File: src/hdl/fpfa_pkg.sv
`timescale 1ns / 1ps

package fpfa_pkg;

    localparam int MAX_HOLES = 16;
    localparam int SIZE_BITS = 16;
    localparam int IDX_BITS = (MAX_HOLES > 1) ? $clog2(MAX_HOLES) : 1;

    localparam int HOLE_INDEX_BITS = 4;
    localparam int REQ_SIZE_BITS = 16;
    localparam int FIT_MODE_BITS = 2;
    localparam int HOLE_COUNT_BITS = 5;
    localparam int BLOCK_NUM_BITS = 5;

    localparam int APB_ADDR_BITS = 3;
    localparam int APB_DATA_BITS = 32;
    localparam logic [APB_ADDR_BITS-1:0] ADDR_FIT_MODE = 3'd0;
    localparam logic [APB_ADDR_BITS-1:0] ADDR_HOLE_COUNT = 3'd4;

    localparam logic OP_LOAD = 1'b0;
    localparam logic OP_REQUEST = 1'b1;

    localparam logic [FIT_MODE_BITS-1:0] MODE_FIRST = 2'd0;
    localparam logic [FIT_MODE_BITS-1:0] MODE_BEST = 2'd1;
    localparam logic [FIT_MODE_BITS-1:0] MODE_WORST = 2'd2;

    typedef enum logic [1:0] {
        ST_IDLE,
        ST_SCAN,
        ST_DONE
    } state_t;

    typedef struct packed {
        logic                       valid;
        logic                       found;
        logic [SIZE_BITS-1:0]       want;
        logic [IDX_BITS-1:0]        best_idx;
        logic [SIZE_BITS-1:0]       best_size;
    } token_t;

    typedef struct packed {
        logic                       we;
        logic [HOLE_INDEX_BITS-1:0] idx;
        logic [SIZE_BITS-1:0]       size;
    } load_bus_t;

    typedef struct packed {
        logic                       valid;
        logic [IDX_BITS-1:0]        idx;
    } mark_bus_t;

endpackage

File: src/hdl/fpfa_cell.sv
`timescale 1ns / 1ps

module fpfa_cell (
    input  logic                                   clk,
    input  logic                                   rst_n,
    input  logic [fpfa_pkg::IDX_BITS-1:0]          cell_index,
    input  logic [fpfa_pkg::FIT_MODE_BITS-1:0]     fit_mode,
    input  logic [fpfa_pkg::HOLE_COUNT_BITS-1:0]   hole_count,
    input  fpfa_pkg::load_bus_t                    load_bus,
    input  fpfa_pkg::mark_bus_t                    mark_bus,
    input  fpfa_pkg::token_t                       tok_in,
    output fpfa_pkg::token_t                       tok_out
);
    import fpfa_pkg::*;

    logic [SIZE_BITS-1:0] size_reg;
    logic                 used_reg;
    logic                 used_next;
    token_t               tok_reg;
    token_t               tok_next;
    logic                 eligible;
    logic                 take;

    always_comb
    begin
        eligible = (int'(cell_index) < int'(hole_count)) && !used_reg
                   && (size_reg >= tok_in.want);
        case (fit_mode)
            MODE_BEST:  take = eligible && (!tok_in.found || size_reg < tok_in.best_size);
            MODE_WORST: take = eligible && (!tok_in.found || size_reg > tok_in.best_size);
            default:    take = eligible && !tok_in.found;
        endcase
        tok_next = tok_in;
        if (take)
        begin
            tok_next.found = 1'b1;
            tok_next.best_idx = cell_index;
            tok_next.best_size = size_reg;
        end
    end

    always_comb
    begin
        used_next = used_reg;
        if (load_bus.we && int'(load_bus.idx) == int'(cell_index))
        begin
            used_next = 1'b0;
        end
        else if (mark_bus.valid && mark_bus.idx == cell_index)
        begin
            used_next = 1'b1;
        end
    end

    always_ff @(posedge clk or negedge rst_n)
    begin
        if (!rst_n)
        begin
            used_reg <= 1'b0;
            tok_reg <= '0;
        end
        else
        begin
            used_reg <= used_next;
            tok_reg <= tok_next;
        end
    end

    always_ff @(posedge clk)
    begin
        if (load_bus.we && int'(load_bus.idx) == int'(cell_index))
        begin
            size_reg <= load_bus.size;
        end
    end

    assign tok_out = tok_reg;

endmodule

File: src/hdl/fpfa_chain.sv
`timescale 1ns / 1ps

module fpfa_chain (
    input  logic                                   clk,
    input  logic                                   rst_n,
    input  logic [fpfa_pkg::FIT_MODE_BITS-1:0]     fit_mode,
    input  logic [fpfa_pkg::HOLE_COUNT_BITS-1:0]   hole_count,
    input  fpfa_pkg::load_bus_t                    load_bus,
    input  fpfa_pkg::mark_bus_t                    mark_bus,
    input  fpfa_pkg::token_t                       tok_in,
    output fpfa_pkg::token_t                       tok_out
);
    import fpfa_pkg::*;

    token_t tok_link [MAX_HOLES+1];

    assign tok_link[0] = tok_in;

    for (genvar i = 0; i < MAX_HOLES; i++)
    begin : g_cell
        fpfa_cell u_cell (
            .clk        (clk),
            .rst_n      (rst_n),
            .cell_index (IDX_BITS'(i)),
            .fit_mode   (fit_mode),
            .hole_count (hole_count),
            .load_bus   (load_bus),
            .mark_bus   (mark_bus),
            .tok_in     (tok_link[i]),
            .tok_out    (tok_link[i+1])
        );
    end

    assign tok_out = tok_link[MAX_HOLES];

endmodule

File: src/hdl/fixed_partition_fit_allocator_unit.sv
`timescale 1ns / 1ps

// Channel   Direction  Handshake          Payload
// s_axis    in         s_tvalid/s_tready  tuser opcode, tdata hole_index and size
// m_axis    out        m_tvalid/m_tready  tuser granted, tdata block_number
// apb       in         psel/penable       fit_mode at 0x0, hole_count at 0x4
//
// A load produces no result transfer.
// A request travels through one registered cell per hole, and the next input is taken
// only after its result has been moved into the output register.
// A request waits in ST_DONE while the output register holds an unaccepted result.
// Reset clears every used mark, the config registers and all handshake state.
// A result waits in the output register while the next input is taken.
module fixed_partition_fit_allocator_unit (
    input  logic                                   clk,
    input  logic                                   rst_n,
    input  logic                                   s_tvalid,
    output logic                                   s_tready,
    input  logic [23:0]                            s_tdata,   // hole_index, size
    input  logic                                   s_tuser,   // opcode
    output logic                                   m_tvalid,
    input  logic                                   m_tready,
    output logic [7:0]                             m_tdata,   // block_number
    output logic                                   m_tuser,   // granted
    input  logic                                   psel,
    input  logic                                   penable,
    input  logic                                   pwrite,
    input  logic [fpfa_pkg::APB_ADDR_BITS-1:0]     paddr,
    input  logic [fpfa_pkg::APB_DATA_BITS-1:0]     pwdata,
    output logic [fpfa_pkg::APB_DATA_BITS-1:0]     prdata,
    output logic                                   pready
);
    import fpfa_pkg::*;

    state_t                     state_reg;
    state_t                     state_next;
    logic [FIT_MODE_BITS-1:0]   fit_mode_reg;
    logic [HOLE_COUNT_BITS-1:0] hole_count_reg;
    token_t                     res_reg;
    logic                       out_valid_reg;
    logic                       out_valid_next;
    logic                       out_granted_reg;
    logic [BLOCK_NUM_BITS-1:0]  out_block_reg;

    logic                       s_accept;
    logic                       deliver;
    logic                       cfg_write;
    logic [HOLE_INDEX_BITS-1:0] in_index;
    logic [REQ_SIZE_BITS-1:0]   in_size;
    load_bus_t                  load_bus;
    mark_bus_t                  mark_bus;
    token_t                     tok_in;
    token_t                     tok_out;

    assign in_index = s_tdata[HOLE_INDEX_BITS-1:0];
    assign in_size = s_tdata[HOLE_INDEX_BITS +: REQ_SIZE_BITS];
    assign s_accept = s_tvalid && s_tready;
    assign pready = 1'b1;
    assign cfg_write = psel && penable && pwrite && pready;

    always_comb
    begin
        case (paddr)
            ADDR_FIT_MODE:   prdata = APB_DATA_BITS'(fit_mode_reg);
            ADDR_HOLE_COUNT: prdata = APB_DATA_BITS'(hole_count_reg);
            default:         prdata = '0;
        endcase
    end

    always_comb
    begin
        state_next = state_reg;
        case (state_reg)
            ST_IDLE:
            begin
                if (s_accept && s_tuser == OP_REQUEST)
                begin
                    state_next = ST_SCAN;
                end
            end
            ST_SCAN:
            begin
                if (tok_out.valid)
                begin
                    state_next = ST_DONE;
                end
            end
            ST_DONE:
            begin
                if (!out_valid_reg || m_tready)
                begin
                    state_next = ST_IDLE;
                end
            end
            default: state_next = ST_IDLE;
        endcase
    end

    always_comb
    begin
        s_tready = (state_reg == ST_IDLE);
        deliver = (state_reg == ST_DONE) && (!out_valid_reg || m_tready);

        load_bus.we = s_accept && s_tuser == OP_LOAD;
        load_bus.idx = in_index;
        load_bus.size = SIZE_BITS'(in_size);

        tok_in.valid = s_accept && s_tuser == OP_REQUEST;
        tok_in.found = 1'b0;
        tok_in.want = SIZE_BITS'(in_size);
        tok_in.best_idx = '0;
        tok_in.best_size = '0;

        mark_bus.valid = deliver && res_reg.found;
        mark_bus.idx = res_reg.best_idx;

        if (deliver)
        begin
            out_valid_next = 1'b1;
        end
        else if (m_tready)
        begin
            out_valid_next = 1'b0;
        end
        else
        begin
            out_valid_next = out_valid_reg;
        end
    end

    fpfa_chain u_chain (
        .clk        (clk),
        .rst_n      (rst_n),
        .fit_mode   (fit_mode_reg),
        .hole_count (hole_count_reg),
        .load_bus   (load_bus),
        .mark_bus   (mark_bus),
        .tok_in     (tok_in),
        .tok_out    (tok_out)
    );

    always_ff @(posedge clk or negedge rst_n)
    begin
        if (!rst_n)
        begin
            state_reg <= ST_IDLE;
            fit_mode_reg <= '0;
            hole_count_reg <= '0;
            out_valid_reg <= 1'b0;
        end
        else
        begin
            state_reg <= state_next;
            out_valid_reg <= out_valid_next;
            if (cfg_write && paddr == ADDR_FIT_MODE)
            begin
                fit_mode_reg <= pwdata[FIT_MODE_BITS-1:0];
            end
            if (cfg_write && paddr == ADDR_HOLE_COUNT)
            begin
                hole_count_reg <= pwdata[HOLE_COUNT_BITS-1:0];
            end
        end
    end

    always_ff @(posedge clk)
    begin
        if (state_reg == ST_SCAN && tok_out.valid)
        begin
            res_reg <= tok_out;
        end
        if (deliver)
        begin
            out_granted_reg <= res_reg.found;
            out_block_reg <= res_reg.found
                ? BLOCK_NUM_BITS'(32'(res_reg.best_idx) + 32'd1)
                : '0;
        end
    end

    assign m_tvalid = out_valid_reg;
    assign m_tuser = out_granted_reg;
    assign m_tdata = {{(8 - BLOCK_NUM_BITS){1'b0}}, out_block_reg};

endmodule

File: config.mk
export PLATFORM = sky130hd
export DESIGN_NAME = fixed_partition_fit_allocator_unit
export DESIGN_NICKNAME = d
export VERILOG_FILES = /design/src/hdl/fpfa_pkg.sv /design/src/hdl/fpfa_cell.sv /design/src/hdl/fpfa_chain.sv /design/src/hdl/fixed_partition_fit_allocator_unit.sv
export SDC_FILE = /design/constraint.sdc
export NUM_CORES = 1
export LEC_CHECK = 0
export ABC_CLOCK_PERIOD_IN_PS = 4800
export CORE_MARGIN = 2
export CORE_UTILIZATION = 40
export DETAILED_ROUTE_END_ITERATION = 6
export DONT_BUFFER_PORTS = 1
export PLACE_DENSITY = 0.63
export SLEW_MARGIN = 15
export SYNTH_ARGS = -nofsm -noshare
export SYNTH_HDL_FRONTEND = slang
export SYNTH_SLANG_ARGS = --single-unit
File: constraint.sdc
create_clock -name clk -period 4.8 [get_ports clk]
set_clock_uncertainty 0.1 [all_clocks]
set_input_delay 0.72 -clock clk [delete_from_list [all_inputs] [get_ports clk]]
set_output_delay 0.72 -clock clk [all_outputs]
set_load 0.05 [all_outputs]
==> results of run 1 <==
[layer usage]
layer  track usage, %  part of all wire [%]  vias up
li1                 -                     -    13240
met1            27.61                    43    14030
met2            33.03                    47      906
met3            3.930                   6.5      215
met4            7.080                   3.4        0
met5                0                     0        -
[area by class of cell]
| cell class | instances | share of cell area, % |
|---|---|---|
| well taps | 1380 | 3.684 |
| clock inverters | 40 | 1.231 |
| repair buffers | 62 | 1.244 |
| multi-input cells | 2182 | 35.56 |
| flip-flops and latches | 854 | 48.45 |
| diodes | 7 | 0.03738 |
| clock buffers | 129 | 5.625 |
| inverters | 520 | 4.165 |
[worst max-delay path by stage]
stage	start	end	slack, ns
final	u_chain.g_cell[5].u_cell.size_reg[14]	u_chain.g_cell[5].u_cell.tok_out[10]	1.03
after global routing	u_chain.g_cell[13].u_cell.size_reg[14]	u_chain.g_cell[13].u_cell.tok_out[5]	0.88
after CTS	u_chain.g_cell[5].u_cell.size_reg[14]	u_chain.g_cell[5].u_cell.tok_out[10]	1.11
after detailed placement	u_chain.g_cell[5].u_cell.size_reg[14]	u_chain.g_cell[5].u_cell.tok_out[10]	1.15
after global placement	u_chain.g_cell[13].u_cell.size_reg[15]	u_chain.g_cell[13].u_cell.tok_out[6]	1.27
after floorplan	state_reg[0]	u_chain.g_cell[0].u_cell.size_reg[0]	1.35
[through the flow]
step | hold WS (ns) | setup WS [ns] | instances
finish | 0.06839 | 1.026 | 5174
global route | 0.02561 | 0.8843 | 5167
CTS | -0.2724 | 1.106 | 5162
detailed placement | 0.2356 | 1.152 | 4979
global placement | 0.2366 | 1.267 | 4979
floorplan | 0.2312 | 1.351 | 3698
[cell families (layout without fill, tap and decap cells)]
family                   count (synthesis)  after routing  share of synthesized area (%)
flip-flops                             854            854                          54.23
AND/OR/NAND/NOR                        794            794                          10.02
AO/OA/AOI/OAI                          750            750                          11.51
buffers and inverters                  662            751                          6.347
adder cells (fa/ha/maj)                501            501                          14.97
multiplexers                           104            104                          2.863
other                                    2             38                        0.01794
XOR/XNOR                                 2              2                        0.04184
[power by group through the flow]
stage	Combinational (mW)	Clock (mW)	Sequential (mW)
6_report	5.66	7.50	9.79
5_1_grt	6.42	7.97	9.91
4_1_cts	5.51	7.67	9.78
3_5_place_dp	5.45	0	9.91
3_3_place_gp	5.29	0	9.90
2_1_floorplan	4.31	0	9.36
[critical path: cells and delay by family, from the launching register on]
kind	cells	cell delay, ns
adder cells (fa/ha/maj)	1	0.36
AO/OA/AOI/OAI	2	0.54
flip-flops	1	0.44
AND/OR/NAND/NOR	4	2.13
[synthesized netlist by cell type (all sizes together) (15+ instances only)]
| cell | instances | area (µm²) |
|---|---|---|
| nor4bb | 15 | 150.1 |
| a21o | 52 | 390.4 |
| nor3 | 62 | 310.3 |
| o21a | 26 | 195.2 |
| nor4 | 15 | 93.84 |
| buf | 59 | 394.1 |
| mux2 | 102 | 1179 |
| o211ai | 136 | 1021 |
| o21bai | 18 | 135.1 |
| a21oi | 173 | 865.8 |
| dfrtp | 587 | 14690 |
| nand2 | 146 | 548.0 |
| ha | 501 | 6269 |
| a211oi | 41 | 337.8 |
| nand3 | 153 | 765.7 |
| o21ai | 201 | 1006 |
| edfxtp | 267 | 8018 |
| and3 | 16 | 100.1 |
| nor2b | 18 | 112.6 |
| inv | 520 | 1952 |
| nor2 | 91 | 341.6 |
| nand2b | 36 | 225.2 |
| nand4 | 198 | 1245 |
| clkbuf | 83 | 311.6 |
==> key figures, run 1 <==
Status
  • Outcome: finished clean

Synth
  • Ys Warns: 0
  • Post-synth design cell area: 41870 µm²
  • #FFs+latches synth: approximately 850
  • Post-synth top flop: dfrtp_1
  • Count of flip-flops with a built-in enable after synthesis: approximately 270
  • Syn_area_per_cell: 11.41 µm²
  • Asr flop ratio synth: a little under 70%
  • Cell variety after synth: 63
  • Syn Inst Count: between 3000 and 4000
  • Register area share after synthesis: between 50 and 60%

Clock tree
  • CTS resizes: 0
  • H-tree depth: 3
  • CTS tree: done
  • Max Buffers Root-to-Sink: 3
  • CTS sink count: between 800 and 900
  • Total CTS buffers: a little over 90
  • Worst-path clk slew: about 0.060 ns
  • Clk_lat worst skew: about 0.64 ns
  • Hold_buf cts: 14
  • Clk root buf: clkbuf_16
  • Setup Fix Bufs, Post-CTS: 0

Power and ir drop
  • Sequential Power Share: 42.6%
  • Switching share of power: around a third
  • Peak VDD IR: about 330 µV
  • Pwr per Cell Area: 489.7 nW/µm²
  • Comb pwr share: ~25%
  • Lkg Pwr: about 21 nW
  • Int Pwr: between 15 and 20 mW
  • Switch Pwr: roughly 7.4 mW
  • Clk pwr share: around 33%
  • Overall power: between 20 and 25 mW

Min path
  • Hold Path End: u_chain.g_cell[15].u_cell.size_reg[1]
  • Worst min path class: primary input to register
  • Min-delay src: s_tdata[5]
  • Hold depth: 0

Final layout
  • Most common cell after layout, fill and taps aside: dfrtp_1
  • Footprint of the multi-input gates: roughly 17000 µm²
  • Area grow syn2layout: 11.92%
  • Nets: ~4300
  • Most frequent cells in the layout: 587 x dfrtp_1, 520 x inv_1, 501 x ha_1
  • Reg area: ~23000 µm²
  • Final core occ: 45.22%
  • Layout cell share with drive strength beyond 1: between 8 and 9%
  • FILL cells: between 9000 and 10000
  • Largest register FFs: 561
  • Final Cell Area: roughly 47000 µm²

STA
  • Final Hold Fails: 0
  • Actual slew at the worst max-slew pin: 1.136 ns
  • Fin crit period: approximately 3.8 ns
  • FMAX: about 260 MHz
  • Slew Limit Fails: 0
  • RSZ-0062 raised after global routing: false
  • Rel. slew slack: 24.13%
  • Setup TNS Final: 0 ns
  • Final Cycle Share: 78.63%
  • Setup Viol. Count Final: 0

Placement
  • Area after DPL: 43370 µm²
  • IO buf count: 0
  • Final Wtd Congestion: around 0.87
  • HPWL Detailed: 76.58 mm

Critical path
  • CP Class: register to register
  • Most used cell, CP: nand4_1
  • Worst-path fanout max: 19
  • Worst path required time: ~5.1 ns
  • Worst Setup Start Kind: register
  • R2R Setup Slk: between 1 and 1.5 ns
  • R2R depth: 7
  • Slowest library cell on the worst path: and3_1
  • Crit path largest cell delay: between 0.7 and 0.8 ns
  • Worst Setup End Kind: register
  • RR Endpoint: u_chain.g_cell[5].u_cell.tok_out[10]
  • Crit path cell chain: ha_1 -> nand4_1 -> nor4_1 -> o21ai_0 -> nand4_1 -> and3_1 -> o211ai_1
  • Data arrival time of the critical path: just over 4 ns
  • Reg-to-Reg Start: u_chain.g_cell[5].u_cell.size_reg[14]

Detailed routing
  • Drt drc: 0
  • Initial DRC Count: around 2200
  • Routed Antenna Nets: 0
  • Drt wl/cell: 21.11 µm
  • Detailed Routing Iterations Pass 1: 6
  • Routed via count: 28400
  • Final WL: between 100 and 150 mm
  • Vias per inst: approximately 5.5

Global routing
  • Vias in the first global route: 27950
  • Grt ovf: 0
  • All-Layer GR Usage: between 20% and 30%
  • Antenna violations before repair: 8
  • First-pass GRT wire length: around 170 mm
  • Pin count of the biggest net entering global routing: between 500 and 600

Floorplan
  • Core area: ~100000 µm²
  • Top Ports: approximately 110
  • DIE HEIGHT: 327.5 µm
  • Total Die Area: 107300 µm²
  • Chip width: 327.5 µm
  • Initial core utilization: between 40% and 50%
  • Rows: roughly 120

Job
  • Max Cap Viol: 0
Note: power is estimated with default switching activity, not from simulation.
==> run 2: changes to the inputs <==
--- a/config.mk
+++ b/config.mk
@@ -5,7 +5,8 @@
 export SDC_FILE = /design/constraint.sdc
 export NUM_CORES = 1
 export LEC_CHECK = 0
-export ABC_CLOCK_PERIOD_IN_PS = 4800
+export ABC_AREA = 1
+export ABC_CLOCK_PERIOD_IN_PS = 3900
 export CORE_MARGIN = 2
 export CORE_UTILIZATION = 40
 export DETAILED_ROUTE_END_ITERATION = 6
==> constraint.sdc (replaced) <==
create_clock -name clk -period 3.9 [get_ports clk]
set_clock_uncertainty 0.1 [all_clocks]
set_input_delay 0.585 -clock clk [delete_from_list [all_inputs] [get_ports clk]]
set_output_delay 0.585 -clock clk [all_outputs]
set_load 0.05 [all_outputs]
==> run 2 against run 1 <==
Compared with the run above: the run now ends with hold timing left; clock-buffer cell count down 2; sequential share of layout area up 0.86 points; worst hold slack worse by 0.54 ns; via count down 3.2%; sequential cell count unchanged; synthesized area down 1.8%; power up 15%; highest routed layer unchanged; cell count up 9.0%; register-to-register slack about the same; clock power up 21%.
==> key figures, run 2 <==
Critical path
  • Slowest library cell on the worst path: nor2_1
  • R2R depth: 10
  • Worst-path fanout max: 6
  • Worst Path Buf+Inv: 1
  • CP Class: register to primary output
  • Worst path required time: 3.21 ns
  • Crit path largest cell delay: between 0.7 and 0.8 ns
  • Top delay family on crit path: simple AND/OR/NAND/NOR gates
  • Data arrival time of the critical path: approximately 2.4 ns
  • Worst Setup End Kind: primary output
  • Worst Setup Start Kind: register
  • Crit path cell chain: inv_1 -> nor2_1
  • Stages on worst setup path: 2

Global routing
  • Vias in the first global route: around 28000
  • First-pass GRT wire length: ~160 mm
  • Pin count of the biggest net entering global routing: ~590
  • All-Layer GR Usage: a little under a fifth
  • Antenna violations before repair: 2
  • Grt ovf: 0

Final layout
  • Largest register FFs: approximately 560
  • Area grow syn2layout: 11.94%
  • FILL cells: around 9500
  • Most common cell after layout, fill and taps aside: nand2_1
  • Layout cell share with drive strength beyond 1: about 6.5%
  • Nets: 4764
  • Most frequent cells in the layout: 985 x nand2_1, 678 x inv_1, 587 x dfrtp_1

Power and ir drop
  • Pwr per Cell Area: ~570 nW/µm²
  • Clk pwr share: between 30 and 40%
  • Overall power: about 26 mW
  • Sequential Power Share: between 40% and 50%
  • Int Pwr: about 18 mW
  • Peak VDD IR: between 300 and 400 µV
  • Switching share of power: a little under a third
  • Switch Pwr: 8.391 mW
  • Comb pwr share: around 22%
  • Lkg Pwr: approximately 23 nW

Clock tree
  • Hold_buf cts: 22
  • Clk root buf: clkbuf_16
  • Max Buffers Root-to-Sink: 3
  • Setup Fix Bufs, Post-CTS: 0
  • CTS tree: done
  • H-tree depth: 3
  • CTS resizes: 0
  • Total CTS buffers: ~90
  • Worst-path clk slew: ~0.060 ns
  • Clk_lat worst skew: 0.66 ns
  • CTS sink count: ~850

Synth
  • Ranking of synthesized cells by area: dfrtp_1 36%, edfxtp_1 19%, ha_1 15%
  • Most frequent cell after synthesis: nand2_1
  • #FFs+latches synth: 854
  • Post-synth design cell area: slightly above 40000 µm²
  • Post-synth top flop: dfrtp_1
  • Post-synth top area share: between 30 and 40%
  • Synth top cells by count: 985 x nand2_1, 678 x inv_1, 587 x dfrtp_1
  • Syn_area_per_cell: 10.01 µm²
  • Asr flop ratio synth: 68.74%
  • Cell variety after synth: 43
  • Count of flip-flops with a built-in enable after synthesis: approximately 270
  • Syn Inst Count: 4111
  • Ys Warns: 0
  • Register area share after synthesis: approximately 55%
  • Synth area leader: dfrtp_1

Placement
  • HPWL Detailed: ~70 mm
  • Pre-CTS setup slack: approximately 1.1 ns
  • Final Wtd Congestion: ~0.86
  • IO buf count: 0

Detailed routing
  • Routed via count: around 27000
  • Final WL: about 99 mm
  • Routed Antenna Nets: 0
  • Detailed Routing Iterations Pass 1: 5
  • Initial DRC Count: around 1700
  • Vias per inst: a little under 5
  • Drt drc: 0
  • Drt wl/cell: between 15 and 20 µm

STA
  • Final Cycle Share: between 70% and 80%
  • RSZ-0062 raised after global routing: false
  • FMAX: 325.2 MHz
  • Min Hold Slack: -0.4718 ns
  • Setup TNS Final: 0 ns
  • Setup Viol. Count Final: 0
  • Slew Limit Fails: 0
  • Rel. slew slack: less than 1%
  • Actual slew at the worst max-slew pin: around 1.5 ns
  • Fin crit period: slightly above 3 ns
  • Final Hold Fails: just under 600
  • PnR worst setup slack: just over 0.8 ns

Status
  • Violated checks: hold timing
  • Outcome: finished, violations left

Floorplan
  • Initial core utilization: about two fifths
  • Top Ports: 111
  • DIE HEIGHT: between 300 and 400 µm
  • Rows: around 120
  • Total Die Area: ~110000 µm²
  • Core area: between 100000 and 150000 µm²
  • Chip width: about 320 µm

Job
  • Max Cap Viol: 0

Min path
  • Worst min path class: primary input to async pin
==> run 2: power groups by stage <==
| stage | clock [mW] | combinational (mW) | sequential (mW) |
|---|---|---|---|
| final | 9.06 | 5.75 | 11.6 |
| after global routing | 9.62 | 6.69 | 11.8 |
| after CTS | 9.25 | 5.77 | 11.7 |
| after detailed placement | 0 | 5.58 | 11.8 |
| after global placement | 0 | 5.36 | 11.8 |
| after floorplan | 0 | 4.39 | 11.4 |
==> run 2: path summary, 6_finish.rpt <==
kind | startpoint | to | slack (ns)
worst max-delay path | hole_count_reg[4] | prdata[4] | 0.82
worst min-delay path | rst_n | u_chain.g_cell[14].u_cell.tok_out[26] | -0.47
worst max register to register | fit_mode_reg[0] | u_chain.g_cell[14].u_cell.tok_out[12] | 1.04
worst min register to register | u_chain.g_cell[3].u_cell.tok_out[37] | u_chain.g_cell[4].u_cell.tok_out[37] | 0.24
max in group asynchronous | rst_n | u_chain.g_cell[4].u_cell.tok_out[25] | 2.96
min in group clk | s_tdata[16] | u_chain.g_cell[0].u_cell.tok_out[32] | 0.03
==> run 2: through the flow <==
step	utilization, %	hold slack [ns]	instances	instance area, µm²
2_1_floorplan	-	0.1894	4140	41240
3_3_place_gp	41.71	0.1999	5451	42500
3_5_place_dp	41.71	0.2038	5451	42500
4_1_cts	45.19	-0.5051	5640	46040
5_1_grt	45.19	-0.5054	5640	46040
6_report	45.19	-0.4718	5641	46050
==> run 2: cells by family (layout without fill, tap and decap cells) <==
group	Yosys count	in the layout	share of synthesized area, %
simple gates	1586	1586	16.50
flops	854	854	55.20
buf+inv	775	907	7.966
fa+ha+maj	501	501	15.24
compound gates	393	393	5.077
other cells	2	32	0.01826
==> run 2: layer usage <==
metal | vias to the layer above | track usage, % | part of all wire, %
met1 | 13370 | 24.14 | 43
met3 | 167 | 2.272 | 3.8
met5 | - | 0 | 0
met4 | 0 | 5.797 | 2.9
li1 | 13430 | - | -
met2 | 525 | 33.79 | 50
==> run 2: cell type report <==
cell class	count	area [µm²]	area share [%]
multi-input cells	2511	15260	33.15
clock inverters	40	480.5	1.043
clock buffers	127	2708	5.880
flip-flops and latches	854	22710	49.31
repair buffers	46	540.5	1.174
inverters	694	2633	5.717
diodes	1	2.502	0.005434
well taps	1368	1712	3.717
